--- config.mk ---
export PLATFORM = sky130hd
export DESIGN_NAME = sensor_frame_deframer_top
export DESIGN_NICKNAME = d
export VERILOG_FILES = /design/src/rtl/core/sfd_pkg.sv /design/src/rtl/core/sfd_parser.sv /design/src/rtl/core/sensor_frame_deframer_top.sv
export SDC_FILE = /design/constraint.sdc
export NUM_CORES = 1
export LEC_CHECK = 0
export BUFFER_PORTS_ARGS = -buffer_cell sky130_fd_sc_hd__buf_4
export CORE_MARGIN = 3
export CORE_UTILIZATION = 56
export CTS_CLUSTER_SIZE = 16
export DETAILED_ROUTE_END_ITERATION = 10
export GPL_TIMING_DRIVEN = 0
export HOLD_SLACK_MARGIN = 0.03
export PLACE_DENSITY = 0.78
export SYNTH_ARGS = -nofsm -noshare
export SYNTH_HDL_FRONTEND = slang
export SYNTH_HIERARCHICAL = 1
export SYNTH_SLANG_ARGS = --single-unit
--- constraint.sdc ---
create_clock -name clk -period 5.38 [get_ports clk]
set_input_delay 0.269 -clock clk [delete_from_list [all_inputs] [get_ports clk]]
set_output_delay 0.269 -clock clk [all_outputs]
set_load 0.05 [all_outputs]
--- src/rtl/core/sfd_pkg.sv ---
// types and constants of the sensor frame deframer
// no dependencies; used by sfd_parser and sensor_frame_deframer_top
package sfd_pkg;

  // parse phases
  localparam logic [3:0] PH_HUNT = 4'd0;
  localparam logic [3:0] PH_FUNC = 4'd1;
  localparam logic [3:0] PH_SIZE = 4'd2;
  localparam logic [3:0] PH_PAY0 = 4'd3;
  localparam logic [3:0] PH_CSUM = 4'd15;

  // frame constants
  localparam logic [7:0] FRAME_SIZE = 8'd12;
  localparam int         NUM_WORDS  = 6;

  // configuration register indexes and reset values
  localparam logic [1:0] REG_HEADER_BYTE   = 2'd0;
  localparam logic [1:0] REG_FUNCTION_CODE = 2'd1;
  localparam logic [1:0] REG_CHECK_ENABLE  = 2'd2;
  localparam logic [7:0] HEADER_RESET      = 8'h64;
  localparam logic [7:0] FUNCTION_RESET    = 8'h01;

  typedef struct packed {
    logic [7:0] header_byte;
    logic [7:0] function_code;
    logic       check_enable;
  } cfg_t;

  typedef struct packed {
    logic [15:0] left_range;
    logic [15:0] right_range;
    logic [15:0] front_ball;
    logic [15:0] left_ball;
    logic [15:0] right_ball;
    logic [15:0] rear_ball;
    logic        checksum_match;
    logic        accepted;
  } frame_t;

endpackage

--- src/rtl/core/sfd_parser.sv ---
// byte-wise frame parser: phase tracking, word collection and running xor
// depends on sfd_pkg
module sfd_parser (
  input  logic          clk,
  input  logic          rst_n,
  input  logic          byte_take,
  input  logic [7:0]    rx_byte,
  input  sfd_pkg::cfg_t cfg,
  output logic          at_checksum,
  output logic          frame_done,
  output sfd_pkg::frame_t frame
);

  logic [3:0]  phase_r, phase_nxt;
  logic [15:0] word_r [sfd_pkg::NUM_WORDS];
  logic [7:0]  low_r;
  logic [7:0]  xor_r;
  logic [3:0]  pay_pos;
  logic [2:0]  word_idx;
  logic [3:0]  hunt_ph;
  logic        match;

  assign pay_pos  = phase_r - sfd_pkg::PH_PAY0;
  assign word_idx = pay_pos[3:1];
  assign hunt_ph  = (rx_byte == cfg.header_byte) ? sfd_pkg::PH_FUNC : sfd_pkg::PH_HUNT;
  assign match    = (rx_byte == xor_r);

  // next phase
  always_comb begin
    case (phase_r)
      sfd_pkg::PH_HUNT: phase_nxt = hunt_ph;
      sfd_pkg::PH_FUNC: begin
        phase_nxt = (rx_byte == cfg.function_code) ? sfd_pkg::PH_SIZE : hunt_ph;
      end
      sfd_pkg::PH_SIZE: begin
        if (rx_byte == sfd_pkg::FRAME_SIZE) begin
          phase_nxt = sfd_pkg::PH_PAY0;
        end else if (cfg.function_code == cfg.header_byte) begin
          // held function byte restarts a frame as its header
          phase_nxt = (rx_byte == cfg.function_code) ? sfd_pkg::PH_SIZE : hunt_ph;
        end else begin
          phase_nxt = hunt_ph;
        end
      end
      sfd_pkg::PH_CSUM: phase_nxt = sfd_pkg::PH_HUNT;
      default:          phase_nxt = phase_r + 4'd1;
    endcase
  end

  // phase register
  always_ff @(posedge clk) begin
    if (!rst_n) begin
      phase_r <= sfd_pkg::PH_HUNT;
    end else if (byte_take) begin
      phase_r <= phase_nxt;
    end
  end

  // payload collection and running xor
  always_ff @(posedge clk) begin
    if (byte_take) begin
      if (phase_r == sfd_pkg::PH_SIZE) begin
        xor_r <= '0;
      end else if (phase_r >= sfd_pkg::PH_PAY0 && phase_r < sfd_pkg::PH_CSUM) begin
        xor_r <= xor_r ^ rx_byte;
        if (!pay_pos[0]) begin
          low_r <= rx_byte;
        end else begin
          word_r[word_idx] <= {rx_byte, low_r};
        end
      end
    end
  end

  // completed frame
  assign at_checksum = (phase_r == sfd_pkg::PH_CSUM);
  assign frame_done  = byte_take && at_checksum;

  always_comb begin
    frame.left_range     = word_r[0];
    frame.right_range    = word_r[1];
    frame.front_ball     = word_r[2];
    frame.left_ball      = word_r[3];
    frame.right_ball     = word_r[4];
    frame.rear_ball      = word_r[5];
    frame.checksum_match = match;
    frame.accepted       = !cfg.check_enable || match;
  end

endmodule

--- src/rtl/core/sensor_frame_deframer_top.sv ---
// sensor frame deframer: top level with configuration registers and result register
// depends on sfd_pkg and sfd_parser
//
// Usage:
//   in_*  : one received byte per request (in_valid / in_stall).
//   out_* : one request per complete frame with the six sensor words,
//           the checksum-match flag and the accept flag.
//   cfg_* : write port for header_byte (0), function_code (1) and
//           check_enable (2); other indexes are ignored. Write while idle.
// Throughput: one byte per cycle while in_stall is low.
// Result: the result request shows in the cycle after the checksum byte is
//   taken; bytes that end no frame give no result.
// Reset (rst_n low, synchronous): parser returns to header hunt, output
//   goes empty, registers return to 0x64, 0x01 and 0.
// Receiver stall: the result waits in the output register; bytes keep
//   flowing, and only a checksum byte is held off (in_stall) while the
//   output register is full and stalled.
module sensor_frame_deframer_top (
  input  logic        clk,
  input  logic        rst_n,
  input  logic        in_valid,
  output logic        in_stall,
  input  logic [7:0]  in_rx_byte,
  output logic        out_valid,
  input  logic        out_stall,
  output logic [15:0] out_left_range,
  output logic [15:0] out_right_range,
  output logic [15:0] out_front_ball,
  output logic [15:0] out_left_ball,
  output logic [15:0] out_right_ball,
  output logic [15:0] out_rear_ball,
  output logic        out_checksum_match,
  output logic        out_accepted,
  input  logic        cfg_we,
  input  logic [1:0]  cfg_index,
  input  logic [7:0]  cfg_wdata
);

  sfd_pkg::cfg_t   cfg_r;
  sfd_pkg::frame_t frame;
  sfd_pkg::frame_t res_r;
  logic            out_valid_r, out_valid_nxt;
  logic            at_checksum;
  logic            frame_done;
  logic            byte_take;

  // configuration registers
  always_ff @(posedge clk) begin
    if (!rst_n) begin
      cfg_r.header_byte   <= sfd_pkg::HEADER_RESET;
      cfg_r.function_code <= sfd_pkg::FUNCTION_RESET;
      cfg_r.check_enable  <= 1'b0;
    end else if (cfg_we) begin
      case (cfg_index)
        sfd_pkg::REG_HEADER_BYTE:   cfg_r.header_byte   <= cfg_wdata;
        sfd_pkg::REG_FUNCTION_CODE: cfg_r.function_code <= cfg_wdata;
        sfd_pkg::REG_CHECK_ENABLE:  cfg_r.check_enable  <= cfg_wdata[0];
        default: ;
      endcase
    end
  end

  // input handshake: only a frame-ending byte needs a free output slot
  assign in_stall  = at_checksum && out_valid_r && out_stall;
  assign byte_take = in_valid && !in_stall;

  sfd_parser u_parser (
    .clk         (clk),
    .rst_n       (rst_n),
    .byte_take   (byte_take),
    .rx_byte     (in_rx_byte),
    .cfg         (cfg_r),
    .at_checksum (at_checksum),
    .frame_done  (frame_done),
    .frame       (frame)
  );

  // result register
  always_comb begin
    out_valid_nxt = out_valid_r;
    if (out_valid_r && !out_stall) begin
      out_valid_nxt = 1'b0;
    end
    if (frame_done) begin
      out_valid_nxt = 1'b1;
    end
  end

  always_ff @(posedge clk) begin
    if (!rst_n) begin
      out_valid_r <= 1'b0;
    end else begin
      out_valid_r <= out_valid_nxt;
    end
  end

  always_ff @(posedge clk) begin
    if (frame_done) begin
      res_r <= frame;
    end
  end

  assign out_valid          = out_valid_r;
  assign out_left_range     = res_r.left_range;
  assign out_right_range    = res_r.right_range;
  assign out_front_ball     = res_r.front_ball;
  assign out_left_ball      = res_r.left_ball;
  assign out_right_ball     = res_r.right_ball;
  assign out_rear_ball      = res_r.rear_ball;
  assign out_checksum_match = res_r.checksum_match;
  assign out_accepted       = res_r.accepted;

endmodule

==> impl_metrics.yaml, run 1 <==
status:
  outcome: "complete, no violations"
layout:
  stdcell_area_mm2: 0.0101
  antenna_cells: 0
  final_nets: 597
  final_layout_size_suffix_gt1_share_pct: 32.3
  fillers: 841
  area_delta_synth_final_pct: 25.7
place:
  place_hpwl_um: 9530
  dp_slack_ps: 2150
  placed_area_mm2: 0.00930
  numPortBuffers: 122
  place_congestion: 0.842
synthesis:
  ys_async_sr_fraction_pct: 0
  syn-cell-area_mm2: 0.00801
  synth_seq_cells: 232
  yosys.area_share.simple_pct: 5.87
  ys_seq_area_share_pct: 84.2
  synth_xor_xnor_area_share_pct: 3.50
  synthCells: 415
  yosysMostFrequentCell: "edfxtp_1"
  ys_top_cells_by_area: "edfxtp_1 79%, dfxtp_1 5.5%, xor2_1 1.9%, xnor2_1 1.6%, mux2i_1 1.6%"
  synth_area_leader_cell: "edfxtp_1"
  synth_top_family_by_area: "simple AND/OR/NAND/NOR gates"
  yosys_warnings: 6
  synth_fa_ha_area_share_pct: 0.625
  synthMuxAreaShare_pct: 1.77
  synth_edf_count: 210
  yosysUniqueCellTypes: 50
  synth_ff_type: "edfxtp_1"
  synth_fp_nets: 442
  synth_compound_area_share_pct: 2.73
  avgSynthCellArea_um2: 19.3
  synth_top_area_share_pct: 78.7
  synth_common_cells: "210 x edfxtp_1, 29 x nand2_1, 22 x dfxtp_1"
pwr:
  power.total_uw: 3640
  power_density_mw_per_mm2: 361
  vdd_drop_max_mv: 0.288
  leakage_uw: 0.00360
timing:
  rsz0062_at_grt: "false"
  max_slew_margin_pct: 45.1
  setup_tns_ps: 0
  finalCritPeriodShare_pct: 59.8
  period_minus_slack_ps: 3220
  tightest_slew_ps: 821
  setup_viol: 0
  max_freq_mhz: 311
  finalHoldViolCount: 0
  slew_viol_final: 0
  fin_ws_ps: 2160
  finalClockSkew_ps: 14.3
hold_path:
  hold_path_end: "out_valid$_SDFFE_PN0P_"
  hp-start: "out_stall"
  worstHoldPathCells: 3
  hp-class: "input port to flip-flop"
die:
  start_util_pct: 57.5
  io_pins: 123
  rows: 43
  die_x_um: 126
  core_area_mm2: 0.0139
  die_area_mm2: 0.0158
  die_h_um: 126
drt:
  vias_per_cell: 5.27
  vias: 4032
  drtIter0Drc: 294
  drc: 0
  postRouteAntennaNets: 0
  drt-wirelength-per-cell_um: 19.8
  routed_wl_um: 15200
  dr.pass1.iters: 4
critical_path:
  crit_family: "simple AND/OR/NAND/NOR gates"
  cp_cell_sequence: "ha_1, nand3_1, inv_1, and3_1, nor2b_1, clkbuf_4, o211ai_1, or3_1, nor2_2, buf_8"
  ff2ff_path_depth: 10
  cp_max_fo: 10
  critPathLaunchType: "flip-flop"
  end_kind: "flip-flop"
  rrSetupSlack_ps: 2160
  cp_num_buf_inv: 3
  worstSetupPathType: "flip-flop to flip-flop"
  reg2reg_from: "u_parser/phase_r[0]$_SDFFE_PN0P_"
  reg2reg_to: "u_parser/word_r[0][0]$_DFFE_PP_"
  required_ps: 5570
  slowest_delay_ps: 530
  worst_path_max_delay_cell: "nor2_2"
  arrival_ps: 3410
cts:
  clk_pin_slew_worst_paths_ps: 60
  cts_resized: 0
  cts_max_level: 1
  cts_made_buffers: 22
  cts_buffer_depth: 3
  cts_tree: "done"
  clk_latency_ps: 500
  cts_root_buf: "clkbuf_16"
  clkSinkCount: 232
grt:
  track_usage_pct: 19.3
  antenna_found_initial: 0
  grt_pass1_vias: 4194
  grt_pass1_wl_um: 23500
  grt_max_degree: 56
  grt.overflow.total: 0
run:
  maxCapViolCount: 0
[layout make-up]
cell class	instances	area, µm²	share of cell area [%]
Timing Repair Buffer	131	1070	10.6
Clock inverter	11	156	1.55
Clock buffer	28	594	5.90
Inverter	9	33.8	0.335
Sequential cell	232	6750	67.0
Buffer	10	68.8	0.683
Tap cell	180	225	2.24
Multi-Input combinational cell	164	1180	11.7
[cell families (layout without fill, tap and decap cells)]
family                     count (synthesis)  after routing
and+or+nand+nor                           87             87
xor gates and xnor gates                  32             32
muxes                                     14             14
buffers and inverters                     19            189
DFF                                      232            232
adders and majority gates                  4              4
AOI/OAI and AO/OA                         27             27
[placed cells by master (no fill, tap or decap), drive strengths merged, types with 2 or more instances in the layout]
cell type and instances:
bufinv 4, o21ai 6, o211ai 6, nor3b 2, mux2i 13, nand2 29, dlygate4sd3 2, xnor2 15
nor3 5, nand3 3, xor2 17, nand3b 2, a21oi 2, nor2 20, ha 4, o21bai 2
nor2b 4, nand4 4, nor4 5, clkbuf 30, clkinv 6, inv 9, nand4bb 3, edfxtp 210
dfxtp 22, and2 3, buf 137
[report_power, final]
group          total [µW]  switching (µW)  internal (µW)
logic                91.3            50.5           40.8
clock network        1590             613            972
registers            1960            8.23           1950
[stage by stage]
step                      hold WS [ps]  instances  utilization, %
after global placement             401        717            65.7
after detailed placement           405        724            66.7
after floorplan                    368        415               -
final                             39.6        765            72.3
after CTS                         31.8        765            72.3
after global routing              41.3        765            72.3
[what timing repair did]
item | in CTS | in global routing
hold buffers | 2 | 0
buffers inserted | 0 | 0
endpoints found under the hold margin | 4 | 0
[sequential cells by signal, summed over array words and instances, names as in the netlist]
name	flops
out_checksum_match	1
out_right_range	16
out_left_range	16
u_parser/xor_r	8
out_left_ball	16
out_accepted	1
out_valid	1
out_rear_ball	16
out_right_ball	16
out_front_ball	16
u_parser/word_r	96
u_parser/phase_r	4
u_parser/low_r	8
cfg_r	17
[how the worst max path moves through the flow]
stage                                     start                         endpoint  slack [ps]  cells past startpoint
2_1_floorplan  u_parser/phase_r[0]$_SDFFE_PN0P_           out_accepted$_DFFE_PP_        1110                      7
3_3_place_gp   u_parser/phase_r[0]$_SDFFE_PN0P_       out_rear_ball[6]$_DFFE_PP_         360                      7
3_5_place_dp   u_parser/phase_r[0]$_SDFFE_PN0P_  u_parser/word_r[0][7]$_DFFE_PP_        2150                     10
4_1_cts        u_parser/phase_r[0]$_SDFFE_PN0P_  u_parser/word_r[0][0]$_DFFE_PP_        2110                     10
5_1_grt        u_parser/phase_r[0]$_SDFFE_PN0P_  u_parser/word_r[0][0]$_DFFE_PP_        1940                     10
6_report       u_parser/phase_r[0]$_SDFFE_PN0P_  u_parser/word_r[0][0]$_DFFE_PP_        2160                     10
[per-layer routing]
layer	global-route usage, %	wire [µm]
met5	0	0
met4	5.55	293
met3	3.80	1110
met2	32.6	7580
met1	26.0	6170
[worst reg2reg max path: cells and delay by family (launching register included)]
family                   cells  cell delay (ps)
AND/OR/NAND/NOR              5             1530
buffers and inverters        3              590
AO/OA/AOI/OAI                1              150
adder cells (fa/ha/maj)      1              260
flip-flops                   1              390
Power figures use the tool's default switching activity.
==> run 2: changes to the inputs <==
--- a/config.mk
+++ b/config.mk
@@ -5,6 +5,7 @@
 export SDC_FILE = /design/constraint.sdc
 export NUM_CORES = 1
 export LEC_CHECK = 0
+export ABC_AREA = 1
 export BUFFER_PORTS_ARGS = -buffer_cell sky130_fd_sc_hd__buf_4
 export CORE_MARGIN = 3
 export CORE_UTILIZATION = 56
==> constraint.sdc (replaced) <==
create_clock -name clk -period 3.25 [get_ports clk]
set_input_delay 0.1625 -clock clk [delete_from_list [all_inputs] [get_ports clk]]
set_output_delay 0.1625 -clock clk [all_outputs]
set_load 0.05 [all_outputs]
==> run 2 against run 1 <==
- sequential power rose by 66%
- first-iteration DRC count rose by 40%
- sequential share of layout area fell by 1.9 points
- die area rose by 1.0%
- synthesized cell count rose by 26%
- global-route usage rose by 1.4 points
- final cell count rose by 17%
- count of clock-buffer cells in the layout fell by 2
==> impl_metrics.yaml, run 2 <==
timing:
  period_minus_slack_ps: 2920
  rsz0062_at_grt: "false"
  setup_viol: 0
  max_slew_margin_pct: 22.0
  fin_ws_ps: 329
  max_freq_mhz: 342
  finalClockSkew_ps: 16.0
  slew_viol_final: 0
  tightest_slew_ps: 1160
  finalCritPeriodShare_pct: 89.9
  finalHoldViolCount: 0
cts:
  clk_latency_ps: 490
  clk_pin_slew_worst_paths_ps: 60
  cts_max_level: 1
  cts_root_buf: "clkbuf_16"
  ctsHoldBuffers: 21
  cts_made_buffers: 23
  cts_tree: "done"
  cts_setup_buffers: 0
  cts_buffer_depth: 3
  clkSinkCount: 232
  cts_resized: 0
drt:
  vias: 4616
  vias_per_cell: 5.17
  drt-wirelength-per-cell_um: 18.3
  postRouteAntennaNets: 0
  routed_wl_um: 16300
  drtIter0Drc: 412
  drc: 0
  dr.pass1.iters: 5
synthesis:
  syn-cell-area_mm2: 0.00809
  ys_top_cells_by_area: "edfxtp_1 78%, dfxtp_1 5.4%, nand2_1 4.8%, inv_1 2.5%, nor2_1 2.4%"
  yosysMostFrequentCell: "edfxtp_1"
  avgSynthCellArea_um2: 15.5
  synth_seq_cells: 232
  ys_seq_area_share_pct: 83.4
  synth_top_area_share_pct: 77.9
  synth_common_cells: "210 x edfxtp_1, 103 x nand2_1, 53 x inv_1"
  synth_edf_count: 210
  ys_async_sr_fraction_pct: 0
  synth_ff_type: "edfxtp_1"
  yosys_warnings: 6
  synthCells: 523
  synth_fp_nets: 550
  synth_area_leader_cell: "edfxtp_1"
  yosysUniqueCellTypes: 25
layout:
  finalNonFillerCells: 892
  final_layout_size_suffix_gt1_share_pct: 26.0
  area_delta_synth_final_pct: 28.0
  layout_common_cells: "210 x edfxtp_1, 125 x buf_4, 103 x nand2_1"
  final_nets: 725
  fillers: 815
  antenna_cells: 0
  stdcell_area_mm2: 0.0104
  multi_input_area_mm2: 0.00110
  largestRegisters: "u_parser/word_r: 96 flops, cfg_r: 17 flops"
  largest_reg_flops: 96
  layout_commonest_cell: "edfxtp_1"
  largest-register: "u_parser/word_r"
  seq_area_mm2: 0.00675
grt:
  grt.overflow.total: 0
  antenna_found_initial: 0
  grt_pass1_wl_um: 25700
  track_usage_pct: 20.8
  grt_max_degree: 40
  grt_pass1_vias: 4675
die:
  core_area_mm2: 0.0140
  io_pins: 123
  die_x_um: 126
  start_util_pct: 57.9
  rows: 43
  die_h_um: 126
  die_area_mm2: 0.0159
status:
  outcome: "complete, no violations"
place:
  place_congestion: 0.886
  dp_slack_ps: 417
  dp.cells: 832
  place_hpwl_um: 10300
  placed_area_mm2: 0.00941
  numPortBuffers: 121
hold_path:
  hp-class: "input port to flip-flop"
critical_path:
  arrival_ps: 3110
  cpMostUsedCell: "inv_1"
  worst_path_max_delay_cell: "nor2_2"
  end_kind: "flip-flop"
  required_ps: 3440
  worstSetupPathType: "flip-flop to flip-flop"
  critPathLaunchType: "flip-flop"
  cp_cell_sequence: "ha_1, nand2_1, inv_1, nand2_1, inv_1, inv_1, o21ai_0, inv_1, nand3_1, nor3_1, nand2_1, nor2_2, buf_16"
  cp_max_fo: 12
  slowest_delay_ps: 450
pwr:
  power_density_mw_per_mm2: 585
  leakage_uw: 0.00397
  power.total_uw: 6060
  vdd_drop_max_mv: 0.343
run:
  maxCapViolCount: 0
-- run 2: cell count changes after synthesis, moves of 5 or more --
cell      before  now
nand2_1       29  103
inv_1          9   53
xor2_1        17    9
nor2_1        20   52
nand3_1        3   16
mux2i_1       13    0
o211ai_1       5    0
-- run 2: critical path: cells and delay by family, from the launching register on --
| family | cells | cell delay, ps |
|---|---|---|
| AOI/OAI and AO/OA | 1 | 80 |
| adders and majority gates | 1 | 250 |
| buffers and inverters | 5 | 570 |
| DFF | 1 | 380 |
| and+or+nand+nor | 6 | 1340 |
-- run 2: cells by family (layout without fill, tap and decap cells) --
kind of cell / after synthesis / in the layout / synth area share, %
XOR/XNOR: 20 / 20 / 2.16
adder cells (fa/ha/maj): 4 / 4 / 0.618
flip-flops: 232 / 232 / 83.4
AO/OA/AOI/OAI: 19 / 19 / 1.35
buffers and inverters: 65 / 254 / 3.34
AND/OR/NAND/NOR: 183 / 183 / 9.18
-- run 2: cell type report --
type                    count  share of cell area (%)
clock buffers              26                    5.66
inverters                  57                    2.07
plain buffers               8                   0.543
repair buffers            150                    12.3
multi-input cells         226                    10.7
clock inverters            13                    1.47
flip-flops and latches    232                    65.1
well taps                 180                    2.17
-- run 2: worst paths after layout --
| check | start | to | slack (ps) | cells after the start |
|---|---|---|---|---|
| min | in_valid | u_parser/phase_r[2]$_SDFFE_PN0P_ | 120 | 4 |
| min reg2reg | u_parser/word_r[1][13]$_DFFE_PP_ | out_right_range[13]$_DFFE_PP_ | 410 | 0 |
| max reg2reg | u_parser/phase_r[0]$_SDFFE_PN0P_ | u_parser/word_r[5][2]$_DFFE_PP_ | 330 | 13 |
| max | u_parser/phase_r[0]$_SDFFE_PN0P_ | u_parser/word_r[5][2]$_DFFE_PP_ | 330 | 13 |
-- run 2: where the power goes --
| part | total [µW] | switching (µW) | internal (µW) |
|---|---|---|---|
| combinational | 215 | 127 | 88.1 |
| sequential | 3260 | 20.3 | 3240 |
| clock | 2590 | 1040 | 1540 |
-- run 2: stage by stage --
stage | utilization [%] | setup TNS (ps) | hold WS, ps
finish | 74.1 | 0 | 124
global route | 74.1 | 0 | 144
CTS | 74.1 | 0 | 103
detailed placement | 67.3 | 0 | 403
global placement | 66.0 | -60000 | 400
floorplan | - | 0 | 261
-- run 2: per-layer routing --
layer	vias to the layer above	share of wire, %	track usage (%)
met2	224	50	36.1
met3	32	7.3	3.48
met5	-	0	0
li1	2154	-	-
met4	0	1.9	5.99
met1	2206	40	27.3
==> run 3: changes to the inputs <==
--- a/config.mk
+++ b/config.mk
@@ -5,15 +5,16 @@
 export SDC_FILE = /design/constraint.sdc
 export NUM_CORES = 1
 export LEC_CHECK = 0
-export ABC_AREA = 1
 export BUFFER_PORTS_ARGS = -buffer_cell sky130_fd_sc_hd__buf_4
 export CORE_MARGIN = 3
-export CORE_UTILIZATION = 56
+export CORE_UTILIZATION = 58
+export CTS_BUF_LIST = sky130_fd_sc_hd__clkbuf_2 sky130_fd_sc_hd__clkbuf_4 sky130_fd_sc_hd__clkbuf_8
 export CTS_CLUSTER_SIZE = 16
 export DETAILED_ROUTE_END_ITERATION = 10
 export GPL_TIMING_DRIVEN = 0
 export HOLD_SLACK_MARGIN = 0.03
-export PLACE_DENSITY = 0.78
+export PLACE_DENSITY = 0.8
+export SKIP_LAST_GASP = 1
 export SYNTH_ARGS = -nofsm -noshare
 export SYNTH_HDL_FRONTEND = slang
 export SYNTH_HIERARCHICAL = 1
==> run 3 against run 2 <==
- largest cell class unchanged
- register-to-register slack got worse by 60 ps
- first-iteration DRC count shrank 32%
- clock power shrank 21%
- non-clock buffer count increased by 1
- critical endpoint is now u_parser/word_r[2][7]$_DFFE_PP_
- count of clock-buffer cells in the layout rose by 17
- die area decreased by 4.2%
==> impl_metrics.yaml, run 3 (synthesis results as in run 1) <==
drt:
  drc: 0
  dr.pass1.iters: 4
  postRouteAntennaNets: 0
  drtIter0Drc: 282
  drt-wirelength-per-cell_um: 18.1
  routed_wl_um: 14400
  vias: 4162
  vias_per_cell: 5.26
cts:
  cts_made_buffers: 34
  clkSinkCount: 232
  cts_buffer_depth: 3
  cts_tree: "done"
  cts_max_level: 2
  clk_pin_slew_worst_paths_ps: 60
  clk_latency_ps: 500
  cts_root_buf: "clkbuf_8"
timing:
  tightest_slew_ps: 811
  max_slew_margin_pct: 45.7
  rsz0062_at_grt: "false"
  finalCritPeriodShare_pct: 91.6
  setup_tns_ps: 0
  finalHoldViolCount: 0
  fin_ws_ps: 273
  period_minus_slack_ps: 2980
  slew_viol_final: 0
  setup_viol: 0
  max_freq_mhz: 336
  finalClockSkew_ps: 19.6
layout:
  layout_commonest_cell: "edfxtp_1"
  area_delta_synth_final_pct: 26.1
  postLayoutCoreUtil_pct: 75.4
  largestRegisters: "u_parser/word_r: 96 flops, cfg_r: 17 flops"
  stdcell_area_mm2: 0.0101
  final_nets: 627
  fillers: 716
  layout_common_cells: "210 x edfxtp_1, 124 x buf_4, 35 x clkbuf_8"
  antenna_cells: 0
  largest-register: "u_parser/word_r"
  finalNonFillerCells: 792
  final_layout_size_suffix_gt1_share_pct: 33.3
  largest_reg_flops: 96
place:
  place_congestion: 0.840
  numPortBuffers: 122
  place_hpwl_um: 9270
  dp.cells: 719
  dp_slack_ps: 29.6
  placed_area_mm2: 0.00929
grt:
  grt_pass1_vias: 4187
  antenna_found_initial: 0
  grt.overflow.total: 0
  track_usage_pct: 19.4
  grt_max_degree: 71
  grt_pass1_wl_um: 22000
die:
  start_util_pct: 59.8
  die_area_mm2: 0.0153
  io_pins: 123
  die_x_um: 124
  die_h_um: 124
  rows: 42
  core_area_mm2: 0.0134
pwr:
  power_density_mw_per_mm2: 541
  leakage_uw: 0.00363
  vdd_drop_max_mv: 0.289
critical_path:
  critPathLaunchType: "flip-flop"
  worstSetupPathType: "flip-flop to flip-flop"
  cp_max_fo: 16
  slowest_delay_ps: 480
  arrival_ps: 3090
  cp_cell_sequence: "ha_1, nand3_1, inv_1, and3_1, nor2b_1, clkbuf_4, o211ai_1, or3_1, nor2_4"
  crit_family: "simple AND/OR/NAND/NOR gates"
  cp_num_buf_inv: 2
  cp-startpoint: "u_parser/phase_r[0]$_SDFFE_PN0P_"
  worst_path_max_delay_cell: "or3_1"
  reg2reg_from: "u_parser/phase_r[0]$_SDFFE_PN0P_"
  end_kind: "flip-flop"
  required_ps: 3370
run:
  maxCapViolCount: 0
hold_path:
  hp-start: "in_valid"
  hp-class: "input port to flip-flop"
status:
  outcome: "complete, no violations"
run 3: cell count changes in the layout (fill, tap and decap cells not counted), sizes merged, moves of 6 or more:
cell and change:
o211ai +6, mux2i +13, nand3 -14, xor2 +8
clkbuf +19, nor2 -34, inv -48, nand2 -74
run 3: routing by layer:
layer  track usage [%]  wire length, µm
met5                 0                0
met4              6.16              173
met3              4.03              927
met2              32.9             7420
met1              25.6             5830
run 3: area by class of cell:
cell class | instances | area, µm² | share of cell area, %
clock inverter | 9 | 46.3 | 0.458
tap | 176 | 220 | 2.18
timing repair buffer | 149 | 1250 | 12.4
multi-input combinational | 164 | 1190 | 11.8
inverter | 9 | 33.8 | 0.334
buffer | 10 | 68.8 | 0.681
sequential | 232 | 6750 | 66.8
clock buffer | 43 | 542 | 5.36
run 3: report_power, final:
group          total [µW]  internal (µW)  switching [µW]
clock network        2050           1080             960
registers            3250           3230            13.4
logic                 170           82.4            87.6
total                5460           4400            1060
run 3: worst reg2reg max path: stages, from the launching register on:
cell      delay (ps)
dfxtp_1          380
ha_1             250
nand3_1          170
inv_1            100
and3_1           190
nor2b_1          170
clkbuf_4         230
o211ai_1         150
or3_1            480
nor2_4           490
run 3: metrics by stage:
stage / hold slack [ps] / total power [µW]
6_report: 246 / 5460
5_1_grt: 250 / 5680
4_1_cts: 237 / 5520
3_5_place_dp: 405 / 3460
3_3_place_gp: 400 / 3450
2_1_floorplan: 261 / 3390
run 3: timing repair:
action                                 CTS  global route
setup endpoints to repair                0            26
hold buffers                            21             0
setup buffers                            0             0
endpoints found under the hold margin   78             0
resized for setup                        0             2
run 3: path summary, 6_finish.rpt:
kind,slack (ps),depth (start not counted),end
min,250,5,u_parser/phase_r[0]$_SDFFE_PN0P_
max,270,9,u_parser/word_r[2][7]$_DFFE_PP_
min reg2reg,400,0,out_front_ball[10]$_DFFE_PP_
max reg2reg,270,9,u_parser/word_r[2][7]$_DFFE_PP_
